**src/hdl/hng_ram.sv**
```systemverilog
// generic single write port, single read port ram with registered read data
`default_nettype none

module hng_ram #(
  parameter int WIDTH = 8,
  parameter int DEPTH = 16
) (
  input  wire logic                                         clk,
  input  wire logic                                         we,
  input  wire logic [((DEPTH > 1) ? $clog2(DEPTH) : 1)-1:0] waddr,
  input  wire logic [WIDTH-1:0]                             wdata,
  input  wire logic [((DEPTH > 1) ? $clog2(DEPTH) : 1)-1:0] raddr,
  output      logic [WIDTH-1:0]                             rdata
);

  logic [WIDTH-1:0] mem_r [DEPTH];

  // write port
  always_ff @(posedge clk) begin
    if (we) begin
      mem_r[waddr] <= wdata;
    end
  end

  // registered read port
  always_ff @(posedge clk) begin
    rdata <= mem_r[raddr];
  end

endmodule

`default_nettype wire

```
**config.mk**
```make
export PLATFORM = sky130hd
export DESIGN_NAME = hng_ram
export DESIGN_NICKNAME = d
export VERILOG_FILES = /design/src/hdl/hng_ram.sv
export SDC_FILE = /design/constraint.sdc
export NUM_CORES = 1
export LEC_CHECK = 0
export BUFFER_PORTS_ARGS = -buffer_cell sky130_fd_sc_hd__buf_4
export CORE_MARGIN = 5
export CORE_UTILIZATION = 40
export DETAILED_ROUTE_END_ITERATION = 7
export SLEW_MARGIN = 0
export SYNTH_ARGS = -nofsm -noshare
export SYNTH_HDL_FRONTEND = slang
export SYNTH_SLANG_ARGS = --single-unit
export TNS_END_PERCENT = 20
```
**constraint.sdc**
```tcl
create_clock -name clk -period 5.8 [get_ports clk]
set_input_delay 1.16 -clock clk [delete_from_list [all_inputs] [get_ports clk]]
set_output_delay 1.16 -clock clk [all_outputs]
set_load 0.05 [all_outputs]
```
==> flow_summary.ini, run 1 <==
[clock_tree]
clkTransAtPathRegs_ns = 0.05
cts_max_level = 4
cts_resized = 0
root_buffer = clkbuf_16
cts_sinks = 136
hold_buffers = 0
worst_skew_pair.late_latency_ns = 0.41
cts_buffers = 17
post_cts_buffers = 0
cts_tree = yes
clock_path_buffers = 2

[floorplanning]
dieArea_um2 = 15200
dieHeight_um = 123
rows = 41
core_region_area_um2 = 12600
start_util_pct = 40.8
ioPinCount = 26
die_x_um = 123

[power]
power_density_nw_per_um2 = 385
vdd_drop_max_mv = 0.259
p_leak_nw = 2.03

[sta]
clock_skew_ns = 0.0108
setup_tns_ns = 0
final.period_utilization_pct = 45.8
slew_headroom_pct = 24.0
worst_pin_slew_ns = 1.13
setup_viol = 0
period_minus_slack_ns = 2.65
final-hold-violation-count = 0
rsz0062_at_grt = no
drv_slew = 0
fmax_mhz = 377

[route]
vias = 2334
viasPerCell = 5.19
antenna_left = 0
drt_first_pass_iters = 4
drc = 0
drt-total-wl_mm = 9.42
avgRoutedWirePerCell_um = 20.9
drtIter0Drc = 179

[finish]
nNetsFinal = 283
synthToLayoutAreaGrowth_pct = 18.7
final_util_pct = 48.4
layout-drive-gt1-share_pct = 27.7
diodes = 0
fillers = 1059

[global_routing]
antenna_found_initial = 0
grt_max_degree = 33
grt_use_total_pct = 13.7
grt_overflow = 0
grt_pass1_wl_mm = 14.4
grt_pass1_vias = 2380

[place]
routabilityCongestion = 0.717
portBuffers = 25
dp_hpwl_mm = 5.81

[setup_path]
crit_chain = buf_4 -> or3b_2 -> nor3_1
required_ns = 5.82
critPathArrivalTime_ns = 2.67
path_buf_inv = 1
worst_path_max_delay_cell = nor3_1
r2r_slack_ns = 4.37
max_stage_delay_ns = 0.88
cp_top_family = simple AND/OR/NAND/NOR gates
critical_path_class = in2reg
cp-start-kind = input port
crit_path_end_kind = register
crit_path_max_fanout = 8

[min_path]
min_path_type = reg2reg

[synth]
syn_nets = 247
ys_ff_latch = 136
postSynthAreaPerCell_um2 = 22.5
seq_area_frac_synth_pct = 77.8
yosys.area.top_type_share_pct = 74.7
netlist_area_um2 = 5150
netlist-cell-type-count = 19
ys_top_cells_by_area = edfxtp_1 (75%), mux4_2 (7.9%), mux4_1 (7.1%)
yosysWarnings = 0
synth_area_leader_cell = edfxtp_1
syn-instance-count = 229

[job]
maxCapViolCount = 0

[status]
status = finished clean
## cell families after synthesis
| group | count (synthesis) | synth area share [%] |
|---|---|---|
| mux | 32 | 15.0 |
| flops | 136 | 77.8 |
| simple gates | 35 | 3.18 |
| compound gates | 16 | 2.33 |
| buf+inv | 10 | 1.68 |
## flip-flops by register name (all words and copies together), names as in the netlist
register / count
mem_r: 128
rdata: 8
## cell usage after synthesis
cell and count:
nor2_1 13, buf_2 3, a22oi_1 16, edfxtp_1 128
buf_6 3, nand2_1 9, nor2b_1 1, and2_1 1
mux4_1 14, mux4_2 18, nor3_1 4, nand3_1 1
and2b_1 1, or3b_2 1, nand2b_1 2, nand3b_1 2
buf_4 1, dfxtp_1 8, clkdlybuf4s25_2 3
## cells in the final DEF, fill, tap and decap left out
| cell type | instances |
|---|---|
| edfxtp_1 | 128 |
| buf_4 | 27 |
| mux4_2 | 18 |
| clkbuf_16 | 17 |
| a22oi_1 | 16 |
| mux4_1 | 14 |
| nor2_1 | 13 |
| nand2_1 | 9 |
| dfxtp_1 | 8 |
| clkinv_4 | 4 |
| bufinv_16 | 4 |
| nor3_1 | 3 |
| inv_6 | 3 |
| nand3b_1 | 2 |
| nand2b_1 | 2 |
| clkbuf_1 | 2 |
| nor2b_1 | 1 |
| and2_1 | 1 |
| and2b_1 | 1 |
| nand3_1 | 1 |
| nor3_2 | 1 |
| or3b_2 | 1 |
| clkinv_2 | 1 |
| clkinvlp_4 | 1 |
## power breakdown
group	internal, W	switching [W]	total (W)
Combinational	0.0000465	0.0000782	0.000125
Sequential	0.00110	0.00000505	0.00110
Clock	0.000725	0.000402	0.00113
## through the flow
stage,setup WS (ns),instance area [µm²],hold WS [ns],total power [W],cells
after floorplan,3.15,5150,0.629,0.00120,229
after global placement,2.77,5480,0.651,0.00125,418
after detailed placement,2.69,5480,0.659,0.00125,418
after CTS,3.13,6110,0.670,0.00237,450
after global routing,3.08,6110,0.716,0.00243,450
final,3.15,6110,0.666,0.00236,450
## worst register-to-register path, delay by kind of cell, from the launching register on
family | cells | cell delay (ns)
multiplexers | 1 | 0.50
flip-flops | 1 | 0.39
AO/OA/AOI/OAI | 1 | 0.28
AND/OR/NAND/NOR | 1 | 0.13
## path summary, 6_finish.rpt
| check | from | endpoint | depth (start not counted) |
|---|---|---|---|
| setup / recovery | waddr[2] | mem_r[0][5]$_DFFE_PP_ | 3 |
| hold / removal | mem_r[14][2]$_DFFE_PP_ | rdata[2]$_DFF_P_ | 3 |
| setup reg to reg | mem_r[0][0]$_DFFE_PP_ | rdata[0]$_DFF_P_ | 3 |
| hold reg to reg | mem_r[14][2]$_DFFE_PP_ | rdata[2]$_DFF_P_ | 3 |
## routing by layer
metal | GRT usage (%) | routed length, µm | vias up | part of all wire, %
met5 | 0 | 0 | - | 0
met4 | 5.61 | 127 | 0 | 1.3
met3 | 4.44 | 374 | 10 | 4.0
met2 | 20.7 | 4590 | 53 | 49
met1 | 18.4 | 4330 | 1221 | 46
li1 | - | - | 1050 | -
## final cells by class
class                           count  area (µm²)  share of cell area [%]
Sequential cell                   136        4000                    65.5
Multi-Input combinational cell     83        1060                    17.4
Clock buffer                       19         433                    7.08
Tap cell                          172         215                    3.52
Timing Repair Buffer               27         203                    3.32
Clock inverter                     13         194                    3.17
No activity file was read; power rests on OpenSTA's default activity.
==> inputs of run 2 (changes only) <==
- clock period: 5.8 -> 2.3 ns (I/O delays scaled with it)
==> flow_summary.ini, run 2 (same netlist as run 1, synthesis figures left out) <==
[sta]
fmax_mhz = 658
rsz0062_at_grt = no
setup_viol = 0
clock_skew_ns = 0.00823
worst_pin_slew_ns = 0.518
slew_headroom_pct = 65.3
setup_tns_ns = 0
final.period_utilization_pct = 66.1
final-hold-violation-count = 0
period_minus_slack_ns = 1.52
drv_slew = 0

[clock_tree]
post_cts_buffers = 0
worst_skew_pair.late_latency_ns = 0.41
cts_buffers = 17
clock_path_buffers = 2
clkTransAtPathRegs_ns = 0.06
hold_buffers = 0
cts_tree = yes
root_buffer = clkbuf_16
cts_resized = 0
cts_sinks = 136
cts_max_level = 4

[setup_path]
r2r_start = mem_r[0][5]$_DFFE_PP_
critPathArrivalTime_ns = 1.81
crit_chain = buf_4 -> buf_12 -> mux4_1 -> a22oi_1 -> nand2_1
cp-start-kind = input port
worstSetupPathDepth = 5
critPathLaunch = raddr[0]
crit_end = rdata[1]$_DFF_P_
crit_path_end_kind = register
r2r_slack_ns = 0.91
path_buf_inv = 2
worst_path_max_delay_cell = mux4_1
critical_path_class = in2reg
required_ns = 2.59
crit_path_max_fanout = 17
r2r-end = rdata[5]$_DFF_P_
cp_top_family = multiplexers
reg2regPathDepth = 3
max_stage_delay_ns = 0.58

[route]
avgRoutedWirePerCell_um = 20.4
drt-total-wl_mm = 9.50
viasPerCell = 5.07
antenna_left = 0
drt_first_pass_iters = 4
drc = 0
vias = 2361
drtIter0Drc = 261

[floorplanning]
core_region_area_um2 = 12600
dieHeight_um = 123
dieArea_um2 = 15200
start_util_pct = 40.8
rows = 41
ioPinCount = 26
die_x_um = 123

[global_routing]
antenna_found_initial = 0
grt_max_degree = 33
grt_pass1_wl_mm = 14.8
grt_use_total_pct = 14.0
grt_overflow = 0
grt_pass1_vias = 2494

[power]
p_leak_nw = 2.11
vdd_drop_max_mv = 0.680
power_density_nw_per_um2 = 951

[finish]
fillers = 1075
synthToLayoutAreaGrowth_pct = 21.2
diodes = 0
multi_input_area_um2 = 1060
reg.largest.list = mem_r x128, rdata x8
seqCellArea_um2 = 4000
layout_common_cells = edfxtp_1 (128), buf_4 (42), mux4_2 (18)
top_register = mem_r
design_area_um2 = 6240
layout-drive-gt1-share_pct = 32.0
largest_reg_flops = 128
nNetsFinal = 299
layout_commonest_cell = edfxtp_1

[min_path]
min_path_type = in2reg

[place]
postPlaceCellArea_um2 = 5610
dp_hpwl_mm = 6.11
routabilityCongestion = 0.700
portBuffers = 25

[status]
status = finished clean

[job]
maxCapViolCount = 0
==> run 2: cell count changes in the layout (fill, tap and decap cells not counted), sizes merged <==
cell,before,now
buf,27,43
clkinvlp,1,4
clkbuf,19,17
inv,3,2
==> run 2: area by class of cell <==
type	count	share of cell area [%]
clock inverters	15	3.21
multi-input cells	83	17.0
flip-flops and latches	136	64.2
repair buffers	43	5.38
clock buffers	17	6.82
well taps	172	3.45
==> run 2: per-layer routing <==
metal  track usage (%)  wire (µm)  share of wire, %
met1              18.4       4220                44
met2              22.3       4750                50
met3              4.03        379               4.0
met4              4.98        146               1.5
met5                 0          0                 0
==> run 2: metrics by stage <==
step,utilization (%),total power (W),hold WS [ns],setup WS [ns],instances
finish,49.4,0.00593,0.365,0.780,466
global route,49.4,0.00613,0.369,0.689,466
CTS,49.4,0.00600,0.349,0.752,466
detailed placement,44.5,0.00317,0.660,0.331,434
global placement,44.5,0.00316,0.651,0.349,434
floorplan,-,0.00303,0.559,0.347,229
==> run 2: how the worst min path moves through the flow <==
stage,startpoint,to,slack [ns],depth (start not counted)
2_1_floorplan,wdata[0],mem_r[0][0]$_DFFE_PP_,0.56,0
3_3_place_gp,mem_r[11][2]$_DFFE_PP_,rdata[2]$_DFF_P_,0.65,3
3_5_place_dp,mem_r[15][5]$_DFFE_PP_,rdata[5]$_DFF_P_,0.66,3
4_1_cts,wdata[2],mem_r[5][2]$_DFFE_PP_,0.35,1
5_1_grt,wdata[5],mem_r[7][5]$_DFFE_PP_,0.37,1
6_report,wdata[2],mem_r[5][2]$_DFFE_PP_,0.37,1
==> run 2: report_power, final <==
part / switching [W] / internal (W) / total, W / leakage [nW]
Combinational: 0.000194 / 0.000127 / 0.000320 / 0.592
Clock: 0.00101 / 0.00182 / 0.00283 / 0.296
Sequential: 0.0000164 / 0.00277 / 0.00279 / 1.22
